File: config.mk
export PLATFORM = sky130hd
export DESIGN_NAME = illegal_opcode_execute_unit
export DESIGN_NICKNAME = d
export VERILOG_FILES = /design/src/rtl/ioeu_pkg.sv /design/src/rtl/ioeu_decode.sv /design/src/rtl/ioeu_alu.sv /design/src/rtl/illegal_opcode_execute_unit.sv
export SDC_FILE = /design/constraint.sdc
export NUM_CORES = 1
export LEC_CHECK = 0
export ABC_CLOCK_PERIOD_IN_PS = 6100
export BUFFER_PORTS_ARGS = -buffer_cell sky130_fd_sc_hd__clkbuf_2
export CAP_MARGIN = 20
export CORE_UTILIZATION = 59
export CTS_CLUSTER_DIAMETER = 80
export CTS_CLUSTER_SIZE = 16
export DETAILED_ROUTE_END_ITERATION = 7
export PLACE_DENSITY = 0.78
export SETUP_SLACK_MARGIN = 0.2
export SLEW_MARGIN = 15
export SYNTH_ARGS = -nofsm -noshare
export SYNTH_HDL_FRONTEND = slang
export SYNTH_HIERARCHICAL = 1
export SYNTH_SLANG_ARGS = --single-unit
File: constraint.sdc
create_clock -name clk -period 6.1 [get_ports clk]
set_input_delay 1.83 -clock clk [delete_from_list [all_inputs] [get_ports clk]]
set_output_delay 1.83 -clock clk [all_outputs]
set_load 0.005 [all_outputs]
File: src/rtl/ioeu_pkg.sv
package ioeu_pkg;

  // Instruction classes after decode. CLS_PASS covers the NOP forms and every
  // opcode not handled here: registers and status go through untouched.
  typedef enum logic [3:0] {
    CLS_PASS,
    CLS_SLO,
    CLS_RLA,
    CLS_SRE,
    CLS_RRA,
    CLS_DCP,
    CLS_ISB,
    CLS_ALR,
    CLS_ANC,
    CLS_ANE,
    CLS_SBX,
    CLS_USBC,
    CLS_LAS,
    CLS_LAX,
    CLS_SAX,
    CLS_JAM
  } ioeu_cls_t;

  typedef struct packed {
    ioeu_cls_t   cls;
    logic [1:0]  step;
    logic [3:0]  cyc;
    logic        pg_pen;
  } ioeu_dec_t;

  typedef struct packed {
    logic [7:0]  acc;
    logic [7:0]  x;
    logic [7:0]  sp;
    logic [7:0]  status;
    logic [7:0]  store_data;
    logic        store_enable;
    logic [1:0]  pc_step;
    logic [3:0]  cycle_count;
    logic        jam;
  } ioeu_res_t;

endpackage

File: src/rtl/ioeu_decode.sv
module ioeu_decode
  import ioeu_pkg::*;
(
  input  logic [7:0] opcode,
  output ioeu_dec_t  dec
);

  logic [2:0] grp;
  logic [4:0] low5;
  logic       rmw_grp;
  logic       rmw_ok;
  logic [1:0] rmw_step;
  logic [3:0] rmw_cyc;

  assign grp  = opcode[7:5];
  assign low5 = opcode[4:0];

  // The read-modify-write families live in every opcode group but the two
  // load/store groups.
  assign rmw_grp = (grp inside {3'd0, 3'd1, 3'd2, 3'd3, 3'd6, 3'd7});

  always_comb begin
    rmw_ok   = 1'b1;
    rmw_step = 2'd2;
    rmw_cyc  = 4'd5;
    case (low5)
      5'h07: begin rmw_step = 2'd2; rmw_cyc = 4'd5; end
      5'h17: begin rmw_step = 2'd2; rmw_cyc = 4'd6; end
      5'h0F: begin rmw_step = 2'd3; rmw_cyc = 4'd6; end
      5'h1F: begin rmw_step = 2'd3; rmw_cyc = 4'd7; end
      5'h1B: begin rmw_step = 2'd3; rmw_cyc = 4'd7; end
      5'h03: begin rmw_step = 2'd2; rmw_cyc = 4'd8; end
      5'h13: begin rmw_step = 2'd2; rmw_cyc = 4'd8; end
      default: rmw_ok = 1'b0;
    endcase
  end

  always_comb begin
    dec.cls    = CLS_PASS;
    dec.step   = 2'd1;
    dec.cyc    = 4'd2;
    dec.pg_pen = 1'b0;
    if (rmw_grp && rmw_ok) begin
      dec.step = rmw_step;
      dec.cyc  = rmw_cyc;
      case (grp)
        3'd0:    dec.cls = CLS_SLO;
        3'd1:    dec.cls = CLS_RLA;
        3'd2:    dec.cls = CLS_SRE;
        3'd3:    dec.cls = CLS_RRA;
        3'd6:    dec.cls = CLS_DCP;
        default: dec.cls = CLS_ISB;
      endcase
    end else if ((low5 == 5'h12) ||
                 (opcode inside {8'h02, 8'h22, 8'h42, 8'h62})) begin
      dec.cls  = CLS_JAM;
      dec.step = 2'd0;
      dec.cyc  = 4'd0;
    end else begin
      case (opcode)
        8'h4B: begin dec.cls = CLS_ALR; dec.step = 2'd2; end
        8'h0B, 8'h2B: begin dec.cls = CLS_ANC; dec.step = 2'd2; end
        8'h8B: begin dec.cls = CLS_ANE; dec.step = 2'd2; end
        8'hCB: begin dec.cls = CLS_SBX; dec.step = 2'd2; end
        8'hEB: begin dec.cls = CLS_USBC; dec.step = 2'd2; end
        8'hBB: begin
          dec.cls = CLS_LAS; dec.step = 2'd3; dec.cyc = 4'd4; dec.pg_pen = 1'b1;
        end
        8'hA7: begin dec.cls = CLS_LAX; dec.step = 2'd2; dec.cyc = 4'd3; end
        8'hB7: begin dec.cls = CLS_LAX; dec.step = 2'd2; dec.cyc = 4'd4; end
        8'hAF: begin dec.cls = CLS_LAX; dec.step = 2'd3; dec.cyc = 4'd4; end
        8'hBF: begin
          dec.cls = CLS_LAX; dec.step = 2'd3; dec.cyc = 4'd4; dec.pg_pen = 1'b1;
        end
        8'hA3: begin dec.cls = CLS_LAX; dec.step = 2'd2; dec.cyc = 4'd6; end
        8'hB3: begin
          dec.cls = CLS_LAX; dec.step = 2'd2; dec.cyc = 4'd5; dec.pg_pen = 1'b1;
        end
        8'h87: begin dec.cls = CLS_SAX; dec.step = 2'd2; dec.cyc = 4'd3; end
        8'h97: begin dec.cls = CLS_SAX; dec.step = 2'd2; dec.cyc = 4'd4; end
        8'h8F: begin dec.cls = CLS_SAX; dec.step = 2'd3; dec.cyc = 4'd4; end
        8'h83: begin dec.cls = CLS_SAX; dec.step = 2'd2; dec.cyc = 4'd6; end
        8'h80, 8'h82, 8'h89, 8'hC2, 8'hE2: begin
          dec.step = 2'd2; dec.cyc = 4'd2;
        end
        8'h04, 8'h44, 8'h64: begin dec.step = 2'd2; dec.cyc = 4'd3; end
        8'h14, 8'h34, 8'h54, 8'h74, 8'hD4, 8'hF4: begin
          dec.step = 2'd2; dec.cyc = 4'd4;
        end
        8'h0C: begin dec.step = 2'd3; dec.cyc = 4'd4; end
        8'h1C, 8'h3C, 8'h5C, 8'h7C, 8'hDC, 8'hFC: begin
          dec.step = 2'd3; dec.cyc = 4'd4; dec.pg_pen = 1'b1;
        end
        default: begin
          dec.step = 2'd1; dec.cyc = 4'd2;
        end
      endcase
    end
  end

endmodule

File: src/rtl/ioeu_alu.sv
module ioeu_alu
  import ioeu_pkg::*;
(
  input  ioeu_dec_t  dec,
  input  logic [7:0] operand,
  input  logic [7:0] acc_in,
  input  logic [7:0] x_in,
  input  logic [7:0] sp_in,
  input  logic [7:0] status_in,
  input  logic       page_crossed,
  output ioeu_res_t  res
);

  localparam int FlagC = 0;
  localparam int FlagV = 6;

  function automatic logic [7:0] with_zn(input logic [7:0] st, input logic [7:0] v);
    logic [7:0] o;
    o    = st;
    o[1] = (v == 8'h00);
    o[7] = v[7];
    return o;
  endfunction

  logic       c_in;
  logic [7:0] slo_r, rla_r, sre_r, rra_r, dcp_r, isb_r;
  logic [8:0] rra_sum;
  logic [7:0] sub_m;
  logic [8:0] sub_d;
  logic       sub_v;
  logic [7:0] dcp_diff;
  logic [7:0] sbx_t, sbx_r;
  logic [7:0] and_am;
  logic [7:0] st;

  assign c_in  = status_in[FlagC];
  assign slo_r = {operand[6:0], 1'b0};
  assign rla_r = {operand[6:0], c_in};
  assign sre_r = {1'b0, operand[7:1]};
  assign rra_r = {c_in, operand[7:1]};
  assign dcp_r = operand - 8'd1;
  assign isb_r = operand + 8'd1;

  assign rra_sum = {1'b0, acc_in} + {1'b0, rra_r} + {8'd0, operand[0]};

  // One subtract-with-borrow serves both USBC and the second half of ISB.
  assign sub_m = (dec.cls == CLS_ISB) ? isb_r : operand;
  assign sub_d = {1'b0, acc_in} + {1'b0, ~sub_m} + {8'd0, c_in};
  assign sub_v = (acc_in[7] ^ sub_d[7]) & (acc_in[7] ^ sub_m[7]);

  assign dcp_diff = acc_in - dcp_r;
  assign sbx_t    = acc_in & x_in;
  assign sbx_r    = sbx_t - operand;
  assign and_am   = acc_in & operand;

  always_comb begin
    res.acc          = acc_in;
    res.x            = x_in;
    res.sp           = sp_in;
    res.status       = status_in;
    res.store_data   = 8'h00;
    res.store_enable = 1'b0;
    res.pc_step      = dec.step;
    res.cycle_count  = dec.cyc + {3'd0, dec.pg_pen & page_crossed};
    res.jam          = 1'b0;
    st               = status_in;
    case (dec.cls)
      CLS_SLO: begin
        st[FlagC] = operand[7];
        res.acc = acc_in | slo_r;
        res.status = with_zn(st, acc_in | slo_r);
        res.store_data = slo_r; res.store_enable = 1'b1;
      end
      CLS_RLA: begin
        st[FlagC] = operand[7];
        res.acc = acc_in & rla_r;
        res.status = with_zn(st, acc_in & rla_r);
        res.store_data = rla_r; res.store_enable = 1'b1;
      end
      CLS_SRE: begin
        st[FlagC] = operand[0];
        res.acc = acc_in ^ sre_r;
        res.status = with_zn(st, acc_in ^ sre_r);
        res.store_data = sre_r; res.store_enable = 1'b1;
      end
      CLS_RRA: begin
        st[FlagC] = rra_sum[8];
        st[FlagV] = ~(acc_in[7] ^ rra_r[7]) & (acc_in[7] ^ rra_sum[7]);
        res.acc = rra_sum[7:0];
        res.status = with_zn(st, rra_sum[7:0]);
        res.store_data = rra_r; res.store_enable = 1'b1;
      end
      CLS_DCP: begin
        st[FlagC] = (acc_in >= dcp_r);
        res.status = with_zn(st, dcp_diff);
        res.store_data = dcp_r; res.store_enable = 1'b1;
      end
      CLS_ISB, CLS_USBC: begin
        st[FlagC] = sub_d[8];
        st[FlagV] = sub_v;
        res.acc = sub_d[7:0];
        res.status = with_zn(st, sub_d[7:0]);
        if (dec.cls == CLS_ISB) begin
          res.store_data = isb_r; res.store_enable = 1'b1;
        end
      end
      CLS_ALR: begin
        st[FlagC] = and_am[0];
        res.acc = {1'b0, and_am[7:1]};
        res.status = with_zn(st, {1'b0, and_am[7:1]});
      end
      CLS_ANC: begin
        st[FlagC] = and_am[7];
        res.acc = and_am;
        res.status = with_zn(st, and_am);
      end
      CLS_ANE: begin
        res.acc = and_am & x_in;
        res.status = with_zn(st, and_am & x_in);
      end
      CLS_SBX: begin
        st[FlagC] = (sbx_t >= operand);
        res.x = sbx_r;
        res.status = with_zn(st, sbx_r);
      end
      CLS_LAS: begin
        res.acc = operand & sp_in;
        res.x   = operand & sp_in;
        res.sp  = operand & sp_in;
        res.status = with_zn(st, operand & sp_in);
      end
      CLS_LAX: begin
        res.acc = operand;
        res.x   = operand;
        res.status = with_zn(st, operand);
      end
      CLS_SAX: begin
        res.store_data = sbx_t; res.store_enable = 1'b1;
      end
      CLS_JAM: begin
        res.jam = 1'b1;
      end
      default: begin
      end
    endcase
  end

endmodule

File: src/rtl/illegal_opcode_execute_unit.sv
// Channel   Valid / ready            Payload
// request   in_valid / in_ready      in_req_type, in_operand, in_acc_in, in_x_in,
//                                    in_sp_in, in_status_in, in_page_crossed
// result    out_valid / out_ready    out_acc_out, out_x_out, out_sp_out,
//                                    out_status_out, out_store_data,
//                                    out_store_enable, out_pc_step,
//                                    out_cycle_count, out_jam
//
// One request per cycle while in_ready is high; a taken request goes into the
// request register, then through decode and ALU into the result register.
// Synchronous active-low reset empties both registers.
// A stalled result holds the result register; the request register keeps
// taking requests until both stages are full.
module illegal_opcode_execute_unit
  import ioeu_pkg::*;
(
  input  logic       clk,
  input  logic       rst_n,
  input  logic       in_valid,
  output logic       in_ready,
  input  logic [7:0] in_req_type,
  input  logic [7:0] in_operand,
  input  logic [7:0] in_acc_in,
  input  logic [7:0] in_x_in,
  input  logic [7:0] in_sp_in,
  input  logic [7:0] in_status_in,
  input  logic       in_page_crossed,
  output logic       out_valid,
  input  logic       out_ready,
  output logic [7:0] out_acc_out,
  output logic [7:0] out_x_out,
  output logic [7:0] out_sp_out,
  output logic [7:0] out_status_out,
  output logic [7:0] out_store_data,
  output logic       out_store_enable,
  output logic [1:0] out_pc_step,
  output logic [3:0] out_cycle_count,
  output logic       out_jam
);

  logic       s1_valid_r, s1_valid_nxt;
  logic [7:0] op_r, operand_r, acc_r, x_r, sp_r, status_r;
  logic       pg_r;
  logic       out_valid_r, out_valid_nxt;
  ioeu_res_t  res_r;
  ioeu_dec_t  dec;
  ioeu_res_t  res;
  logic       out_free;

  assign out_free = !out_valid_r || out_ready;
  assign in_ready = !s1_valid_r || out_free;

  ioeu_decode u_decode (
    .opcode (op_r),
    .dec    (dec)
  );

  ioeu_alu u_alu (
    .dec          (dec),
    .operand      (operand_r),
    .acc_in       (acc_r),
    .x_in         (x_r),
    .sp_in        (sp_r),
    .status_in    (status_r),
    .page_crossed (pg_r),
    .res          (res)
  );

  always_comb begin
    s1_valid_nxt  = in_ready ? in_valid : s1_valid_r;
    out_valid_nxt = out_free ? s1_valid_r : out_valid_r;
  end

  always_ff @(posedge clk) begin
    if (!rst_n) begin
      s1_valid_r  <= 1'b0;
      out_valid_r <= 1'b0;
    end else begin
      s1_valid_r  <= s1_valid_nxt;
      out_valid_r <= out_valid_nxt;
    end
  end

  always_ff @(posedge clk) begin
    if (in_ready && in_valid) begin
      op_r      <= in_req_type;
      operand_r <= in_operand;
      acc_r     <= in_acc_in;
      x_r       <= in_x_in;
      sp_r      <= in_sp_in;
      status_r  <= in_status_in;
      pg_r      <= in_page_crossed;
    end
    if (out_free && s1_valid_r) begin
      res_r <= res;
    end
  end

  assign out_valid        = out_valid_r;
  assign out_acc_out      = res_r.acc;
  assign out_x_out        = res_r.x;
  assign out_sp_out       = res_r.sp;
  assign out_status_out   = res_r.status;
  assign out_store_data   = res_r.store_data;
  assign out_store_enable = res_r.store_enable;
  assign out_pc_step      = res_r.pc_step;
  assign out_cycle_count  = res_r.cycle_count;
  assign out_jam          = res_r.jam;

`ifndef SYNTHESIS
  a_no_bubble_loss: assert property (@(posedge clk) disable iff (!rst_n)
    out_ready |-> in_ready)
    else $error("request stage stalled while result side was ready");

  a_held_request: assert property (@(posedge clk) disable iff (!rst_n)
    s1_valid_r && out_valid_r && !out_ready |=> s1_valid_r)
    else $error("pending request dropped during result stall");

  a_jam_result: assert property (@(posedge clk) disable iff (!rst_n)
    out_valid && out_jam |-> (out_pc_step == 2'd0) && (out_cycle_count == 4'd0)
                             && !out_store_enable)
    else $error("jam result advances or stores");

  a_idle_store: assert property (@(posedge clk) disable iff (!rst_n)
    out_valid && !out_store_enable |-> (out_store_data == 8'h00))
    else $error("store data set without store enable");

  a_reset_empty: assert property (@(posedge clk)
    !rst_n |=> !out_valid && !s1_valid_r)
    else $error("pipeline not empty after reset");
`endif

endmodule
==> results.md <==
Clock network:
- After clock tree synthesis, the setup repair step added 0 buffers.
- No sink is reached through more buffers than the 2 on the longest clock path.
- The number of buffers added by the clock tree synthesis step is 9.
- The H-tree generated during clock tree synthesis spans 3 levels.
- The latest clock arrival within the worst-skew pair is 0.36 ns.
- The tree is rooted in a clkbuf_16.
- After clock tree synthesis, the repair step resized 0 gates.
- Clock-pin slew was measured on the worst setup and hold paths at 0.08 ns.
- Hold repair after CTS inserted 0 buffers.
- The clock tree from TritonCTS is built.
- The tree built by TritonCTS fans out to 99 sinks.

Logic synthesis:
- The share of the synthesized area in the top cell type is 40.30%.
- In the synthesized netlist, the cells that appear most often are edfxtp_1 (97), nand2_1 (60), nor2_1 (52).
- In the synthesized netlist, the number of instances is 751.
- In the synthesized netlist the dominant register cell turns out to be edfxtp_1.
- The mapped cell area is 7227 sq um.
- After synthesis, the cell types taking the most area are edfxtp_1 (40%), ha_1 (6.4%), nand2_1 (3.1%).
- Counting flops with a built-in enable in the synthesized netlist gives 97.
- The synthesized netlist contains 83 unique library cells.
- After synthesis, the mean cell area works out to 9.623 sq um.
- The fraction of registers with async set or reset after synthesis is 0%.
- The sequential element share of the synthesized area is 40.86%.
- The number of register bits inferred by synthesis is 99.
- Of all cell types, the one taking the most synthesized area is edfxtp_1.
- The warning count from the yosys run is 6.
- The total nets after synthesis is 847.
- The cell with the most instances after synthesis is edfxtp_1.

GRT:
- The total overflow left after global routing is 0.
- The number of global-route vias before repair is 6372.
- The number of antenna violations at the first check in global routing is 0.
- For this run, the total global-route usage over all layers was measured as 37.11%.
- The global-route wire length before repair is 35.40 mm.
- Entering global routing, the biggest net connects 50 pins.

Final layout:
- The final cell utilization of the core is 68.25%.
- The repair_antennas step left the layout with diodes totalling 0.
- The design area is 8164 sq um.
- In the final design database the tool counted 928 nets.
- Cells with a size suffix above 1 make up 18.52% of the layout.
- The area growth from synthesis to layout is 12.97%.

Status:
- The flow ran to the end, and the final reports show no timing, DRC or antenna violations.

Timing:
- Timing would allow up to 184.9 MHz.
- The part of the cycle the worst path needs is 88.66%.
- Setup violations remaining at the end of the flow were counted as 0.
- The total count of max-transition violations in the final report is 0.
- The final period demand of the worst path is 5.408 ns.
- The smallest hold slack is 0.4269 ns.
- Summed over all failing endpoints, the final setup total negative slack is 0 ns.
- The number of hold violations in the final report was 0.
- The setup clock skew after layout is 0.01113 ns.
- Setup repair after global routing left no endpoint under its margin.
- For the pin with the worst max-slew slack, the measured transition is 1.051 ns.
- The tightest slew margin relative to the limit is 29.36%.

Drt:
- Summed over all layers, the routed wires come to 23.02 mm.
- The average wire per standard cell is 23.39 um.
- The final routed DRC violation total is 0.
- The count of nets left with antenna violations once routing finished came out at 0.
- Detailed routing inserted a total of 6776 vias.
- The number of violations reported at the end of detailed-routing iteration 0 is 875.
- The first TritonRoute pass finished after 6 iterations.
- After detailed routing, the number of vias per cell comes to 6.886.

Pwr:
- The overall power is 1.932 mW.
- For this design the ratio of total power to cell area is 236.6 nW/um^2.
- The analysis attributes to cell leakage a power of 3.208 nW.
- The worst-case vdd ir drop is 0.2869 mV.

Worst hold path:
- The tightest min-delay check is of the reg -> reg type.

Die:
- The die footprint is 12700 sq um.
- The cell row count is 40.
- In this run the vertical extent of the chip is 112.7 um.
- In this run the standard cell core region covers 11960 sq um.
- The floorplan step set the die width to 112.7 um.
- In this run the count of I/O pins placed on the die edge is 103.
- The effective utilization at floorplan is 60.42%.

Worst setup path:
- The startpoint of the worst register-to-register path is op_r[3].
- The worst reg2reg path endpoint is out_status_out[1].
- Tracing the worst setup path back leads to its startpoint at op_r[3].
- Among cell families on the critical path, the largest total delay comes from simple AND/OR/NAND/NOR gates.
- The data arrival time of the critical path is 5.62 ns.
- Across all register-to-register paths, the minimum setup slack is 0.69 ns.
- The critical path goes through nor3b_2 > o21ai_0 > a21oi_1 > o21a_1 > a22oi_1 > buf_4 > inv_1 > nor2_1 > nand2_1 > inv_1 > ha_1 > fa_1 > inv_1 > fa_1 > nor2b_1 > o31ai_1 > nand2_1 > a211oi_1 > nor2_1 > or4b_1 > a32oi_1.
- The capture point of the worst path is out_status_out[1].
- The largest stage delay on the critical path is 0.72 ns.
- The startpoint class of the critical path is a register.
- The most prevalent standard cell on the critical path is inv_1.
- At the worst endpoint, the required time is 6.31 ns.
- The worst-case reg-to-reg path depth is 21.
- Along the worst path, the maximum fanout reaches 22.
- The critical path in this run is classified as reg -> reg.
- The slowest library cell on the worst path is edfxtp_1.
- The number of cells on the critical path is 21.
- The number of buffers and inverters on the critical path is 4.
- STA classifies the critical path endpoint as a register.

Placement:
- The port buffer count is 102.
- Routability-driven placement finished with a final weighted congestion of 1.009.
- The detailed placement HPWL is 16.64 mm.
- The placed instances occupy a cell area of 7839 sq um.

Job:
- The tool flagged a number of max-cap violations equal to 0.
==> cells in the final DEF (no fill, tap or decap), types with 9 or more instances in the layout <==
cell type	count
nor2b_1	10
xor2_1	9
o21ai_0	38
nand3_1	25
nor3_1	21
nand2b_1	14
a21oi_1	37
o2111ai_1	12
o211ai_1	14
buf_4	16
a21o_1	9
o21a_1	18
and2_1	11
xnor2_1	24
nor4_1	9
inv_1	32
nand4_1	17
nand2_1	60
clkbuf_2	102
clkbuf_16	9
a22oi_1	15
nor2_1	52
ha_1	37
edfxtp_1	97
==> cells by family (layout without fill, tap and decap cells) <==
family	Yosys count	after routing	share of synthesized area, %
and+or+nand+nor	262	262	19.36
buffers and inverters	80	166	4.778
DFF	99	99	40.86
AOI/OAI and AO/OA	233	233	22.80
adders and majority gates	43	43	8.068
muxes	1	1	0.1385
xor gates and xnor gates	33	33	3.999
==> through the flow <==
step                      cells  worst slack [ns]
after floorplan             751             1.347
after global placement      968            0.9257
after detailed placement    968            0.8026
after CTS                   984            0.7784
after global routing        984            0.2686
final                       984            0.6916
==> worst register-to-register path, cell delays in order, from the launching register on <==
cell	delay (ns)
edfxtp_1	0.72
nor3b_2	0.42
o21ai_0	0.15
a21oi_1	0.16
o21a_1	0.17
a22oi_1	0.08
buf_4	0.22
inv_1	0.21
nor2_1	0.08
nand2_1	0.29
inv_1	0.18
ha_1	0.32
fa_1	0.41
inv_1	0.09
fa_1	0.20
nor2b_1	0.07
o31ai_1	0.31
nand2_1	0.10
a211oi_1	0.27
nor2_1	0.08
or4b_1	0.52
a32oi_1	0.20
==> metal layers <==
layer,GRT usage [%],part of all wire [%]
met3,8.477,9.5
met1,49.79,41
met2,57.33,45
met5,0,0
met4,16.98,4.7
==> how the worst min path moves through the flow <==
| stage | depth (start not counted) | slack (ns) | from | to |
|---|---|---|---|---|
| finish | 0 | 0.43 | status_r[3] | out_status_out[3] |
| global route | 0 | 0.43 | status_r[3] | out_status_out[3] |
| CTS | 0 | 0.43 | status_r[3] | out_status_out[3] |
| detailed placement | 0 | 0.41 | status_r[3] | out_status_out[3] |
| global placement | 0 | 0.40 | status_r[2] | out_status_out[2] |
| floorplan | 1 | 0.49 | status_r[2] | out_status_out[2] |
==> where the power goes <==
group	leakage, nW	switching, mW	internal (mW)
clock network	0.161	0.286	0.335
registers	0.945	0.0461	0.802
logic	2.10	0.283	0.180
total	3.21	0.615	1.32
==> area by class of cell <==
cell class,instances,area [sq um]
multi-input cells,572,3951
well taps,147,183.9
fillers,946,3797
flip-flops and latches,99,2953
clock buffers,9,225.2
repair buffers,118,630.6
inverters,32,120.1
clock inverters,7,100.1
No activity file was read; power rests on OpenSTA's default activity.
